### src/design/twdp_pkg.sv
// Shared types, widths and weight decoding for the ternary-weight dot product.
package twdp_pkg;

    localparam int unsigned MAX_ROW_GROUPS  = 2048;
    localparam int unsigned QUEUE_DEPTH_DEF = 4;

    localparam int unsigned CODE_W  = 8;
    localparam int unsigned ACT_W   = 16;
    localparam int unsigned SLOTS   = 4;
    // A group sum reaches +/-4 * 2^15, which needs 19 signed bits.
    localparam int unsigned GRP_W   = ACT_W + 3;
    localparam int unsigned SUM_W   = GRP_W + $clog2(MAX_ROW_GROUPS);
    localparam int unsigned RES_W   = 45;
    localparam int unsigned PROD_W  = SUM_W + ACT_W;

    localparam logic signed [SUM_W-1:0] SUM_MAX = {1'b0, {(SUM_W-1){1'b1}}};
    localparam logic signed [SUM_W-1:0] SUM_MIN = {1'b1, {(SUM_W-1){1'b0}}};
    localparam logic signed [PROD_W-1:0] PROD_MAX =
        PROD_W'({1'b0, {(RES_W-1){1'b1}}});

    // Weight formats held in the format register.
    localparam logic FMT_DENSE  = 1'b0;
    localparam logic FMT_SPARSE = 1'b1;

    // Dense 2-bit weight codes; the other two codes mean zero.
    localparam logic [1:0] DENSE_NEG = 2'd0;
    localparam logic [1:0] DENSE_POS = 2'd2;

    typedef enum logic [1:0] {
        W_ZERO = 2'b00,
        W_POS  = 2'b01,
        W_NEG  = 2'b10
    } twdp_weight_t;

    typedef twdp_weight_t [SLOTS-1:0] twdp_weights_t;

    // One queue entry: the decoded group's contribution and its row markers.
    typedef struct packed {
        logic signed [GRP_W-1:0] grp_sum;
        logic signed [ACT_W-1:0] row_scale;
        logic                    row_end;
    } twdp_grp_t;

    function automatic twdp_weights_t decode_weights(logic [CODE_W-1:0] code, logic fmt);
        twdp_weights_t w;
        logic [1:0]    zs;
        logic [2:0]    signs;
        logic [1:0]    nxt;
        logic [1:0]    c;
        zs    = code[4:3];
        signs = code[2:0];
        nxt   = 2'd0;
        for (int s = 0; s < SLOTS; s++)
        begin
            if (fmt == FMT_DENSE)
            begin
                c = code[2*s +: 2];
                case (c)
                    DENSE_NEG: w[s] = W_NEG;
                    DENSE_POS: w[s] = W_POS;
                    default:   w[s] = W_ZERO;
                endcase
            end
            else if (2'(s) == zs)
            begin
                w[s] = W_ZERO;
            end
            else
            begin
                // Signs are consumed in slot order, skipping the zero slot.
                w[s] = signs[nxt] ? W_POS : W_NEG;
                nxt  = nxt + 2'd1;
            end
        end
        return w;
    endfunction

endpackage

### src/design/twdp_if.sv
// Channel interfaces: group input, format register write and row result.
interface twdp_in_if;
    logic                                valid;
    logic                                ready;
    logic [twdp_pkg::CODE_W-1:0]         weight_code;
    logic signed [twdp_pkg::ACT_W-1:0]   act_slot0;
    logic signed [twdp_pkg::ACT_W-1:0]   act_slot1;
    logic signed [twdp_pkg::ACT_W-1:0]   act_slot2;
    logic signed [twdp_pkg::ACT_W-1:0]   act_slot3;
    logic signed [twdp_pkg::ACT_W-1:0]   row_scale;
    logic                                row_end;

    modport source (output valid, weight_code, act_slot0, act_slot1, act_slot2,
                    act_slot3, row_scale, row_end, input ready);
    modport sink   (input valid, weight_code, act_slot0, act_slot1, act_slot2,
                    act_slot3, row_scale, row_end, output ready);
endinterface

interface twdp_cfg_if;
    logic valid;
    logic ready;
    logic weight_format;

    modport source (output valid, weight_format, input ready);
    modport sink   (input valid, weight_format, output ready);
endinterface

interface twdp_out_if;
    logic                               valid;
    logic                               ready;
    logic signed [twdp_pkg::RES_W-1:0]  row_result;

    modport source (output valid, row_result, input ready);
    modport sink   (input valid, row_result, output ready);
endinterface

### src/design/twdp_front.sv
// Front end: accepts groups, decodes the weight code and forms the group sum.
module twdp_front (
    input  logic                clk,
    input  logic                rst_n,
    twdp_in_if.sink             grp,
    twdp_cfg_if.sink            cfg,
    input  logic                q_full,
    output logic                q_push,
    output twdp_pkg::twdp_grp_t q_wdata
);
    import twdp_pkg::*;

    logic                    fmt_reg;
    logic                    fmt_next;
    twdp_weights_t           wts;
    logic signed [ACT_W-1:0] act [SLOTS];
    logic signed [GRP_W-1:0] term [SLOTS];

    assign cfg.ready = 1'b1;
    assign fmt_next  = (cfg.valid) ? cfg.weight_format : fmt_reg;

    always_ff @(posedge clk or negedge rst_n)
    begin
        if (!rst_n)
            fmt_reg <= FMT_DENSE;
        else
            fmt_reg <= fmt_next;
    end

    assign act[0] = grp.act_slot0;
    assign act[1] = grp.act_slot1;
    assign act[2] = grp.act_slot2;
    assign act[3] = grp.act_slot3;

    assign wts = decode_weights(grp.weight_code, fmt_reg);

    always_comb
    begin
        for (int s = 0; s < SLOTS; s++)
        begin
            case (wts[s])
                W_POS:   term[s] = GRP_W'(act[s]);
                W_NEG:   term[s] = -GRP_W'(act[s]);
                default: term[s] = '0;
            endcase
        end
    end

    assign grp.ready          = !q_full;
    assign q_push             = grp.valid && !q_full;
    assign q_wdata.grp_sum    = (term[0] + term[1]) + (term[2] + term[3]);
    assign q_wdata.row_scale  = grp.row_scale;
    assign q_wdata.row_end    = grp.row_end;

endmodule

### src/design/twdp_fifo.sv
// Small flop-based queue between the front end and the accumulator.
module twdp_fifo #(
    parameter int unsigned DEPTH = twdp_pkg::QUEUE_DEPTH_DEF
) (
    input  logic                clk,
    input  logic                rst_n,
    input  logic                push,
    input  twdp_pkg::twdp_grp_t wdata,
    output logic                full,
    input  logic                pop,
    output logic                not_empty,
    output twdp_pkg::twdp_grp_t rdata
);
    import twdp_pkg::*;

    localparam int unsigned PTR_W = (DEPTH > 1) ? $clog2(DEPTH) : 1;
    localparam int unsigned CNT_W = $clog2(DEPTH + 1);

    twdp_grp_t         entry_reg [DEPTH];
    logic [PTR_W-1:0]  wr_ptr_reg;
    logic [PTR_W-1:0]  wr_ptr_next;
    logic [PTR_W-1:0]  rd_ptr_reg;
    logic [PTR_W-1:0]  rd_ptr_next;
    logic [CNT_W-1:0]  count_reg;
    logic [CNT_W-1:0]  count_next;

    assign full      = (count_reg == CNT_W'(DEPTH));
    assign not_empty = (count_reg != '0);
    assign rdata     = entry_reg[rd_ptr_reg];

    always_comb
    begin
        wr_ptr_next = wr_ptr_reg;
        rd_ptr_next = rd_ptr_reg;
        count_next  = count_reg;
        if (push)
            wr_ptr_next = (wr_ptr_reg == PTR_W'(DEPTH - 1)) ? '0 : wr_ptr_reg + PTR_W'(1);
        if (pop)
            rd_ptr_next = (rd_ptr_reg == PTR_W'(DEPTH - 1)) ? '0 : rd_ptr_reg + PTR_W'(1);
        if (push && !pop)
            count_next = count_reg + CNT_W'(1);
        else if (pop && !push)
            count_next = count_reg - CNT_W'(1);
    end

    always_ff @(posedge clk or negedge rst_n)
    begin
        if (!rst_n)
        begin
            wr_ptr_reg <= '0;
            rd_ptr_reg <= '0;
            count_reg  <= '0;
        end
        else
        begin
            wr_ptr_reg <= wr_ptr_next;
            rd_ptr_reg <= rd_ptr_next;
            count_reg  <= count_next;
        end
    end

    always_ff @(posedge clk)
    begin
        if (push)
            entry_reg[wr_ptr_reg] <= wdata;
    end

    assert property (@(posedge clk) disable iff (!rst_n)
        (push && !pop) |=> count_reg == $past(count_reg) + CNT_W'(1))
        else $error("queue count did not grow on a lone push");

    assert property (@(posedge clk) disable iff (!rst_n)
        (pop && !push) |=> count_reg == $past(count_reg) - CNT_W'(1))
        else $error("queue count did not shrink on a lone pop");

endmodule

### src/design/twdp_back.sv
// Back end: saturating row accumulator, scale multiplier and result register.
module twdp_back (
    input  logic                clk,
    input  logic                rst_n,
    input  logic                q_valid,
    input  twdp_pkg::twdp_grp_t q_rdata,
    output logic                q_pop,
    twdp_out_if.source          res
);
    import twdp_pkg::*;

    logic signed [SUM_W-1:0]  acc_reg;
    logic signed [SUM_W-1:0]  acc_next;
    logic signed [SUM_W:0]    sum_wide;
    logic signed [SUM_W-1:0]  sum_sat;

    logic                     mul_valid_reg;
    logic                     mul_valid_next;
    logic signed [SUM_W-1:0]  mul_sum_reg;
    logic signed [ACT_W-1:0]  mul_scale_reg;
    logic                     mul_free;
    logic                     mul_adv;
    logic                     mul_load;

    logic signed [PROD_W-1:0] prod;
    logic signed [RES_W-1:0]  prod_sat;
    logic                     out_valid_reg;
    logic                     out_valid_next;
    logic signed [RES_W-1:0]  out_data_reg;
    logic                     out_load;

    assign sum_wide = (SUM_W+1)'(acc_reg) + (SUM_W+1)'(q_rdata.grp_sum);

    always_comb
    begin
        if (sum_wide > (SUM_W+1)'(SUM_MAX))
            sum_sat = SUM_MAX;
        else if (sum_wide < (SUM_W+1)'(SUM_MIN))
            sum_sat = SUM_MIN;
        else
            sum_sat = sum_wide[SUM_W-1:0];
    end

    assign out_load = !out_valid_reg || res.ready;
    assign mul_adv  = mul_valid_reg && out_load;
    assign mul_free = !mul_valid_reg || out_load;

    // A group that does not end a row never waits on the multiplier.
    assign q_pop    = q_valid && (!q_rdata.row_end || mul_free);
    assign mul_load = q_pop && q_rdata.row_end;

    always_comb
    begin
        acc_next = acc_reg;
        if (q_pop)
            acc_next = q_rdata.row_end ? '0 : sum_sat;
    end

    always_comb
    begin
        mul_valid_next = mul_valid_reg;
        if (mul_load)
            mul_valid_next = 1'b1;
        else if (mul_adv)
            mul_valid_next = 1'b0;
    end

    // Only the most negative sum times the most negative scale overflows.
    assign prod = PROD_W'(mul_sum_reg) * PROD_W'(mul_scale_reg);
    assign prod_sat = (prod > PROD_MAX) ? PROD_MAX[RES_W-1:0] : prod[RES_W-1:0];

    always_comb
    begin
        out_valid_next = out_valid_reg;
        if (mul_adv)
            out_valid_next = 1'b1;
        else if (res.ready)
            out_valid_next = 1'b0;
    end

    always_ff @(posedge clk or negedge rst_n)
    begin
        if (!rst_n)
        begin
            acc_reg       <= '0;
            mul_valid_reg <= 1'b0;
            out_valid_reg <= 1'b0;
        end
        else
        begin
            acc_reg       <= acc_next;
            mul_valid_reg <= mul_valid_next;
            out_valid_reg <= out_valid_next;
        end
    end

    always_ff @(posedge clk)
    begin
        if (mul_load)
        begin
            mul_sum_reg   <= sum_sat;
            mul_scale_reg <= q_rdata.row_scale;
        end
        if (mul_adv)
            out_data_reg <= prod_sat;
    end

    assign res.valid      = out_valid_reg;
    assign res.row_result = out_data_reg;

    assert property (@(posedge clk) disable iff (!rst_n)
        mul_load |=> acc_reg == '0)
        else $error("row sum not cleared after the last group of a row");

    assert property (@(posedge clk) disable iff (!rst_n)
        (mul_valid_reg && !mul_adv) |=> mul_valid_reg && $stable(mul_sum_reg)
            && $stable(mul_scale_reg))
        else $error("pending row total was overwritten before reaching the output");

    assert property (@(posedge clk) disable iff (!rst_n)
        (q_valid && q_rdata.row_end && mul_valid_reg && !out_load) |-> !q_pop)
        else $error("row end popped while the multiplier stage was blocked");

endmodule

### src/design/ternary_weight_dot_product.sv
// Top level of the ternary-weight dot product engine.
//
// Channels: grp carries one group per word (a packed weight code, four signed
// Q4.11 activations, the row scale and a row-end flag). res returns one Q22.22
// word per row, on the group marked row_end. cfg writes the one-bit weight
// format (dense 2-bit codes or 3:4 sparse) and is always ready; write it only
// while no row is in flight.
// Throughput is one group per cycle while the input queue is not full.
// A group is decoded and summed on entry into the input queue, added into
// the row sum from the queue head, and for a row end the row total and scale
// load the multiplier register; the 30x16 multiply sits alone between it
// and the output register, which drives res.valid.
// When res is stalled, ordinary groups keep accumulating and two finished
// rows are held in the multiplier and output registers; a third row end
// waits, and the input queue (QUEUE_DEPTH words) then fills before
// grp.ready drops. grp.ready depends only on the queue fill level.
// Reset clears the row sum, the queue and the output, and sets the dense
// weight format.
module ternary_weight_dot_product #(
    parameter int unsigned QUEUE_DEPTH = twdp_pkg::QUEUE_DEPTH_DEF
) (
    input  logic        clk,
    input  logic        rst_n,
    twdp_in_if.sink     grp,
    twdp_cfg_if.sink    cfg,
    twdp_out_if.source  res
);
    import twdp_pkg::*;

    logic      q_full;
    logic      q_push;
    logic      q_pop;
    logic      q_valid;
    twdp_grp_t q_wdata;
    twdp_grp_t q_rdata;

    twdp_front u_front (
        .clk     (clk),
        .rst_n   (rst_n),
        .grp     (grp),
        .cfg     (cfg),
        .q_full  (q_full),
        .q_push  (q_push),
        .q_wdata (q_wdata)
    );

    twdp_fifo #(
        .DEPTH (QUEUE_DEPTH)
    ) u_fifo (
        .clk       (clk),
        .rst_n     (rst_n),
        .push      (q_push),
        .wdata     (q_wdata),
        .full      (q_full),
        .pop       (q_pop),
        .not_empty (q_valid),
        .rdata     (q_rdata)
    );

    twdp_back u_back (
        .clk     (clk),
        .rst_n   (rst_n),
        .q_valid (q_valid),
        .q_rdata (q_rdata),
        .q_pop   (q_pop),
        .res     (res)
    );

endmodule

### src/flat_wrapper.sv
// flat-port wrapper written by rule: the top's interface ports become plain ports
module ternary_weight_dot_product_flat import twdp_pkg::*;
#(
    parameter int unsigned QUEUE_DEPTH = twdp_pkg::QUEUE_DEPTH_DEF
)
  (clk, rst_n, grp_valid, grp_weight_code, grp_act_slot0, grp_act_slot1, grp_act_slot2, grp_act_slot3, grp_row_scale, grp_row_end, grp_ready, cfg_valid, cfg_weight_format, cfg_ready, res_valid, res_row_result, res_ready);
  twdp_in_if grp_i ();
  twdp_cfg_if cfg_i ();
  twdp_out_if res_i ();
  input  logic clk;
  input  logic rst_n;
  input wire logic [$bits(grp_i.valid)-1:0] grp_valid;
  input wire logic [$bits(grp_i.weight_code)-1:0] grp_weight_code;
  input wire logic [$bits(grp_i.act_slot0)-1:0] grp_act_slot0;
  input wire logic [$bits(grp_i.act_slot1)-1:0] grp_act_slot1;
  input wire logic [$bits(grp_i.act_slot2)-1:0] grp_act_slot2;
  input wire logic [$bits(grp_i.act_slot3)-1:0] grp_act_slot3;
  input wire logic [$bits(grp_i.row_scale)-1:0] grp_row_scale;
  input wire logic [$bits(grp_i.row_end)-1:0] grp_row_end;
  output wire logic [$bits(grp_i.ready)-1:0] grp_ready;
  input wire logic [$bits(cfg_i.valid)-1:0] cfg_valid;
  input wire logic [$bits(cfg_i.weight_format)-1:0] cfg_weight_format;
  output wire logic [$bits(cfg_i.ready)-1:0] cfg_ready;
  output wire logic [$bits(res_i.valid)-1:0] res_valid;
  output wire logic [$bits(res_i.row_result)-1:0] res_row_result;
  input wire logic [$bits(res_i.ready)-1:0] res_ready;
  assign grp_i.valid = grp_valid;
  assign grp_i.weight_code = grp_weight_code;
  assign grp_i.act_slot0 = grp_act_slot0;
  assign grp_i.act_slot1 = grp_act_slot1;
  assign grp_i.act_slot2 = grp_act_slot2;
  assign grp_i.act_slot3 = grp_act_slot3;
  assign grp_i.row_scale = grp_row_scale;
  assign grp_i.row_end = grp_row_end;
  assign grp_ready = grp_i.ready;
  assign cfg_i.valid = cfg_valid;
  assign cfg_i.weight_format = cfg_weight_format;
  assign cfg_ready = cfg_i.ready;
  assign res_valid = res_i.valid;
  assign res_row_result = res_i.row_result;
  assign res_i.ready = res_ready;
  ternary_weight_dot_product #(.QUEUE_DEPTH(QUEUE_DEPTH)) u_core (.clk(clk), .rst_n(rst_n), .grp(grp_i), .cfg(cfg_i), .res(res_i));
endmodule
### config.mk
export PLATFORM = sky130hd
export DESIGN_NAME = ternary_weight_dot_product_flat
export DESIGN_NICKNAME = d
export VERILOG_FILES = /design/src/design/twdp_pkg.sv /design/src/design/twdp_if.sv /design/src/design/twdp_front.sv /design/src/design/twdp_fifo.sv /design/src/design/twdp_back.sv /design/src/design/ternary_weight_dot_product.sv /design/src/flat_wrapper.sv
export SDC_FILE = /design/constraint.sdc
export NUM_CORES = 2
export LEC_CHECK = 0
export ABC_CLOCK_PERIOD_IN_PS = 7600
export CAP_MARGIN = 20
export CORE_ASPECT_RATIO = 1.5
export CORE_MARGIN = 2
export CORE_UTILIZATION = 50
export CTS_CLUSTER_DIAMETER = 200
export CTS_CLUSTER_SIZE = 25
export DETAILED_ROUTE_END_ITERATION = 10
export DONT_BUFFER_PORTS = 1
export HOLD_SLACK_MARGIN = 0.08
export PLACE_DENSITY = 0.69
export SETUP_SLACK_MARGIN = 0.2
export SYNTH_ARGS = -nofsm -noshare
export SYNTH_HDL_FRONTEND = slang
export SYNTH_HIERARCHICAL = 1
export SYNTH_SLANG_ARGS = --single-unit
### constraint.sdc
create_clock -name clk -period 7.6 [get_ports clk]
set_input_delay 0 -clock clk [delete_from_list [all_inputs] [get_ports clk]]
set_output_delay 0 -clock clk [all_outputs]
set_load 0.05 [all_outputs]
Word-level counts from Yosys, hierarchy flattened
Memories as Yosys holds them, arrays and structs flattened.
Index checks and enable logic that the tools add are counted.
{"block": "word_totals", "regBits": 131, "input_bits": 95, "latch_bits": 0, "memories": 1, "mem_bits_rw": 144, "output_inout_bits": 48, "wordCells": 119, "romBits": 0}
{"memory": "u_core.u_fifo.entry_reg", "words": 4, "word_bits": 36, "read_ports": 1, "rd_clocked_by_memory_dff": 0, "wr": 1, "line_no": "twdp_fifo.sv:19", "text": "twdp_grp_t entry_reg [DEPTH];"}
{"block": "classes", "bitwise_logic": 0, "n_div": 0, "order_cmp": 6, "n_mul": 1, "muxes": 45, "n_shift": 0, "addsub": 14, "eq_ne": 18, "reduce_logical": 24}
{"op": "$pmux 19 s2", "n": 4}
{"op": "$mux 30", "n": 3}
{"op": "$neg 16->19", "n": 4}
{"op": "$add 19x19->19", "n": 3}
{"op": "$gt 46x45->1 const B", "n": 1}
{"op": "$mul 30x16->46", "n": 1}
{"op": "$mux 2", "n": 18}
{"op": "$add 30x19->31", "n": 1}
{"op": "$gt 31x30->1 const B", "n": 1}
{"op": "$lt 31x30->1 const B", "n": 1}
{"op": "$eq 2x2->1 const B", "n": 10}
{"op": "$pmux 2 s2", "n": 4}
{"op": "$mux 1", "n": 11}
{"op": "$logic_not 2->1", "n": 5}
{"op": "$lt 2x3->1 const B", "n": 3}
{"op": "$add 2x1->2 const B", "n": 4}
{"op": "$eq 2x1->1 const B", "n": 4}
{"op": "$bmux 1 s2", "n": 3}
{"op": "$logic_and 1x1->1", "n": 6}
{"op": "$logic_not 1->1", "n": 6}
{"op": "$mux 3", "n": 2}
{"op": "$reduce_bool 2->1", "n": 3}
{"op": "$eq 2x2->1 const A", "n": 2}
{"op": "$add 3x1->3 const B", "n": 1}
{"op": "other kinds (5)", "n": 7}

Depth between registers and ports, before layout
{"block": "depth", "word_depth": 18, "depth_mapped": 29, "depth_no_buf": 26}

By module
Netlist, hierarchy kept.
{"module": "twdp_back", "area_per_inst_um2": 23298.6, "cells_each": 2507, "instances": 1}
{"module": "twdp_fifo", "area_per_inst_um2": 5621.6, "cells_each": 225, "instances": 1}
{"module": "twdp_front", "area_per_inst_um2": 4509.3, "cells_each": 674, "instances": 1}

Least setup slack after synthesis
OpenSTA, ideal clock, no wires.
{"block": "synth_timing", "path_type": "register to register", "startpoint": "register u_core.u_back.mul_scale_reg[15]", "endpoint": "register u_core.u_back.out_data_reg[32] (netlist: u_core/u_back/res.row_result[32]) (data pin)", "stages_incl_launch_ff": 23, "synth_period_minus_slack_ns": 6.872, "setup_slack_ns": 0.728, "setup_time_ns": 0.147, "t_arrival_ns": 6.725, "path_buffers": 3, "path_cell_list": "edfxtp_1 -> inv_1 -> clkbuf_1 -> nor2_1 -> fa_1 -> fa_1 -> fa_1 -> fa_1 -> fa_1 -> inv_1 -> fa_1 -> inv_1 -> ha_1 -> and3_1 -> buf_6 -> a31o_1 -> a31o_4 -> a211oi_4 -> o211ai_2 -> or3_4 -> a211oi_4 -> buf_6 -> o21bai_1"}
{"block": "synth_between", "elab_chain_cells": 2}
{"item": "from (decl)", "line_no": "twdp_back.sv:20", "text": "logic signed [ACT_W-1:0] mul_scale_reg;"}
{"item": "from (signal assigned)", "line_no": "twdp_back.sv:102", "text": "mul_scale_reg <= q_rdata.row_scale;"}
{"item": "$mul 30x16->46 (*)", "line_no": "twdp_back.sv:69", "text": "assign prod = PROD_W'(mul_sum_reg) * PROD_W'(mul_scale_reg);"}
{"item": "$gt 46x45->1", "line_no": "twdp_back.sv:70", "text": "assign prod_sat = (prod > PROD_MAX) ? PROD_MAX[RES_W-1:0] : prod[RES_W-1:0];"}
{"item": "to (signal assigned)", "line_no": "twdp_back.sv:105", "text": "out_data_reg <= prod_sat;"}
{"item": "to (decl)", "line_no": "twdp_back.sv:29", "text": "logic signed [RES_W-1:0] out_data_reg;"}
Every way passes the cells marked *; elsewhere a longest branch is shown, timed or not.
A chain may end at the register's enable or synchronous reset.

Final worst setup path
{"block": "layout_timing", "startpoint": "register u_core.u_back.mul_scale_reg[5]", "endpoint": "register u_core.u_back.out_data_reg[32] (netlist: u_core/u_back/res.row_result[32]) (data pin)"}
Same word-level chain as after synthesis.

==> impl_metrics.json <==
{
  "ys.flop_type": "edfxtp_1",
  "fin_area_um2": 35300,
  "drt-initial-drc-count": 1289,
  "regArea_um2": 8060,
  "critical_path_required_ns": 7.96,
  "coreArea_um2": 66500,
  "cts_root_buf": "clkbuf_16",
  "routed_via_density": 5.35,
  "slowest_stage": "fa_1",
  "grt_pass1_wl_um": 126000,
  "crit_fanout": 37,
  "yosysWarnings": 6,
  "drive_gt1_share_pct": 5.86,
  "start_util_pct": 50.3,
  "grt_overflow": 0,
  "drt-total-wl_um": 76300,
  "status": "completed",
  "hold_class": "in -> reg",
  "cts_tree": "yes",
  "fin_setup_tns_ns": 0,
  "cts_max_path_buffers": 3,
  "avgRoutedWirePerCell_um": 17.9,
  "cpMostUsedCell": "fa_1",
  "endpoint_kind": "flip-flop",
  "tightest_slew_ns": 1.08,
  "synth_area_um2": 33400,
  "rsz0062_at_grt": "no",
  "die_h_um": 321,
  "timing.critical_path.arrival_ns": 7.51,
  "grt_max_degree": 47,
  "path_class": "reg -> reg",
  "post_dp_cell_area_um2": 34400,
  "relSlewSlack_pct": 28.0,
  "clock_skew_ns": 0.0257,
  "synth_cell_type_count": 99,
  "path_clk_slew_ns": 0.09,
  "synth_area_per_cell_um2": 9.81,
  "die_w_um": 215,
  "hold_viol": 0,
  "setup_viol": 0,
  "cp-start-kind": "flip-flop",
  "fmax_ghz": 0.140,
  "drc": 0,
  "syn_inst": 3406,
  "ys_async_sr_fraction_pct": 14.5,
  "io_pins": 143,
  "hpwl_um": 62700,
  "synth_seq_cells": 275,
  "slew_viol_final": 0,
  "cts_htree_levels": 1,
  "port_buffers": 0,
  "dr.pass1.iters": 6,
  "fillCellCount": 5968,
  "critPathMaxStageDelay_ns": 0.55,
  "maxCapViolCount": 0,
  "syn-num-nets": 4174,
  "final_cell_mix": "inv_1 (672), fa_1 (496), nand2_1 (400)",
  "grt_pass1_vias": 24365,
  "clock_latency_ns": 0.52,
  "antenna_found_initial": 4,
  "largest_reg_flops": 144,
  "gp_congestion": 0.895,
  "die_area_um2": 69000,
  "multi_input_area_um2": 22100,
  "num_rows": 116,
  "final_nets": 4136,
  "min_period_ns": 7.14,
  "syn2layout_area_growth_pct": 5.51,
  "vias": 22813,
  "synth_edf_count": 235,
  "numCtsBuffers": 14,
  "path_cells": "buf_4 > and2_1 > fa_1 > inv_1 > fa_1 > fa_1 > inv_1 > fa_1 > fa_1 > inv_1 > fa_1 > inv_1 > ha_1 > a211oi_2 > o21ai_1 > a21oi_2 > o31ai_2 > a211oi_4 > o211ai_2 > or3_4 > a211oi_4 > buf_12 > o21bai_1",
  "grt_usage_pct": 22.6,
  "postRouteAntennaNets": 0,
  "seq_area_frac_synth_pct": 24.1,
  "clkSinkCount": 275,
  "layout_commonest_cell": "inv_1",
  "post-route-period-util_pct": 94.0
}
[cell usage after synthesis, types with 5 or more instances]
cell type	instances	area, um^2
buf_6	6	67.6
or3_1	13	81.3
nor2b_1	11	68.8
o211ai_1	15	113
buf_2	10	50.1
mux4_2	36	811
inv_1	673	2530
a21oi_1	153	766
o21ai_1	39	195
maj3_1	22	220
o21ai_0	66	330
o21bai_1	12	90.1
o31ai_1	9	67.6
and3_1	15	93.8
o21a_1	15	113
nand2_1	400	1500
and2_1	202	1260
a211oi_1	9	67.6
a22oi_1	11	82.6
nand4_1	9	56.3
xnor2_1	58	508
fa_1	496	9930
dfrtp_1	40	1000
nand3_1	25	125
or2_1	10	62.6
or2_2	5	31.3
a21o_1	58	435
a31oi_1	16	100
clkbuf_1	121	454
nand2b_1	55	344
nor3_1	44	220
nor3b_1	9	67.6
a22o_1	8	70.1
ha_1	177	2210
edfxtp_1	235	7060
nand3b_1	9	67.6
xor2_1	38	333
buf_4	22	165
nor2_1	145	544
a311oi_1	6	52.6
[logic make-up (layout without fill, tap and decap cells)]
group | Yosys count | in the layout | synth area share, %
AO/OA/AOI/OAI | 470 | 470 | 9.19
multiplexers | 42 | 42 | 2.62
adder cells (fa/ha/maj) | 695 | 695 | 37.0
flip-flops | 275 | 275 | 24.1
XOR/XNOR | 98 | 98 | 2.61
AND/OR/NAND/NOR | 983 | 983 | 14.5
buffers and inverters | 842 | 812 | 9.98
other | 1 | 5 | 0.0112
[final timing paths]
path / start / end / slack [ns] / cells past startpoint
hold / removal: grp_act_slot0[1] / u_core/u_fifo/entry_reg[2][18]$_DFFE_PP_ / 0.20 / 4
hold reg to reg: u_core/u_fifo/count_reg[2]$_DFFE_PN0P_ / u_core/u_fifo/count_reg[2]$_DFFE_PN0P_ / 0.50 / 1
min in group asynchronous: rst_n / u_core/u_back/acc_reg[7]$_DFFE_PN0P_ / 0.57 / 3
setup reg to reg: u_core/u_back/mul_scale_reg[5]$_DFFE_PP_ / u_core/u_back/res.row_result[32]$_SDFFCE_PN1P_ / 0.46 / 23
max in group asynchronous: rst_n / u_core/u_front/fmt_reg$_DFFE_PN0P_ / 6.64 / 4
setup / recovery: u_core/u_back/mul_scale_reg[5]$_DFFE_PP_ / u_core/u_back/res.row_result[32]$_SDFFCE_PN1P_ / 0.46 / 23
[per-stage QoR]
stage,cells,hold slack [ns],utilization (%),setup WS [ns]
detailed placement,4201,-0.290,51.8,0.255
CTS,4251,0.177,52.8,0.239
global route,4265,0.205,53.1,0.187
finish,4265,0.201,53.1,0.457
floorplan,3406,-0.296,-,0.728
global placement,4201,-0.291,51.8,0.364
[critical path: cells and delay by family, from the launching register on]
kind | cells | cell delay, ns
buf+inv | 6 | 0.67
fa+ha+maj | 7 | 3.47
compound gates | 8 | 1.77
flops | 1 | 0.53
simple gates | 2 | 0.57
[repair_timing]
| item | CTS | global route |
|---|---|---|
| hold buffers | 26 | 0 |
| hold endpoints to repair | 117 | 0 |
| setup buffers | 0 | 10 |
| resized for setup | 0 | 14 |
| setup endpoints to repair | 0 | 40 |
[area by class of cell]
| class | count | share of cell area [%] |
|---|---|---|
| repair buffers | 110 | 2.93 |
| multi-input cells | 2289 | 62.7 |
| flip-flops and latches | 275 | 22.8 |
| diodes | 4 | 0.0284 |
| clock buffers | 24 | 1.16 |
| well taps | 885 | 3.14 |
| inverters | 678 | 7.22 |
[routing by layer]
| metal | global-route usage (%) | share of wire (%) | wire length (um) |
|---|---|---|---|
| met1 | 25.5 | 38 | 29000 |
| met2 | 43.5 | 53 | 40800 |
| met3 | 3.01 | 5.0 | 3780 |
| met4 | 7.46 | 3.6 | 2720 |
| met5 | 0 | 0 | 0 |
Power is left out: the tool's default activity adds up to more than one toggle a clock period on the data nets, which glitch-free logic cannot reach.
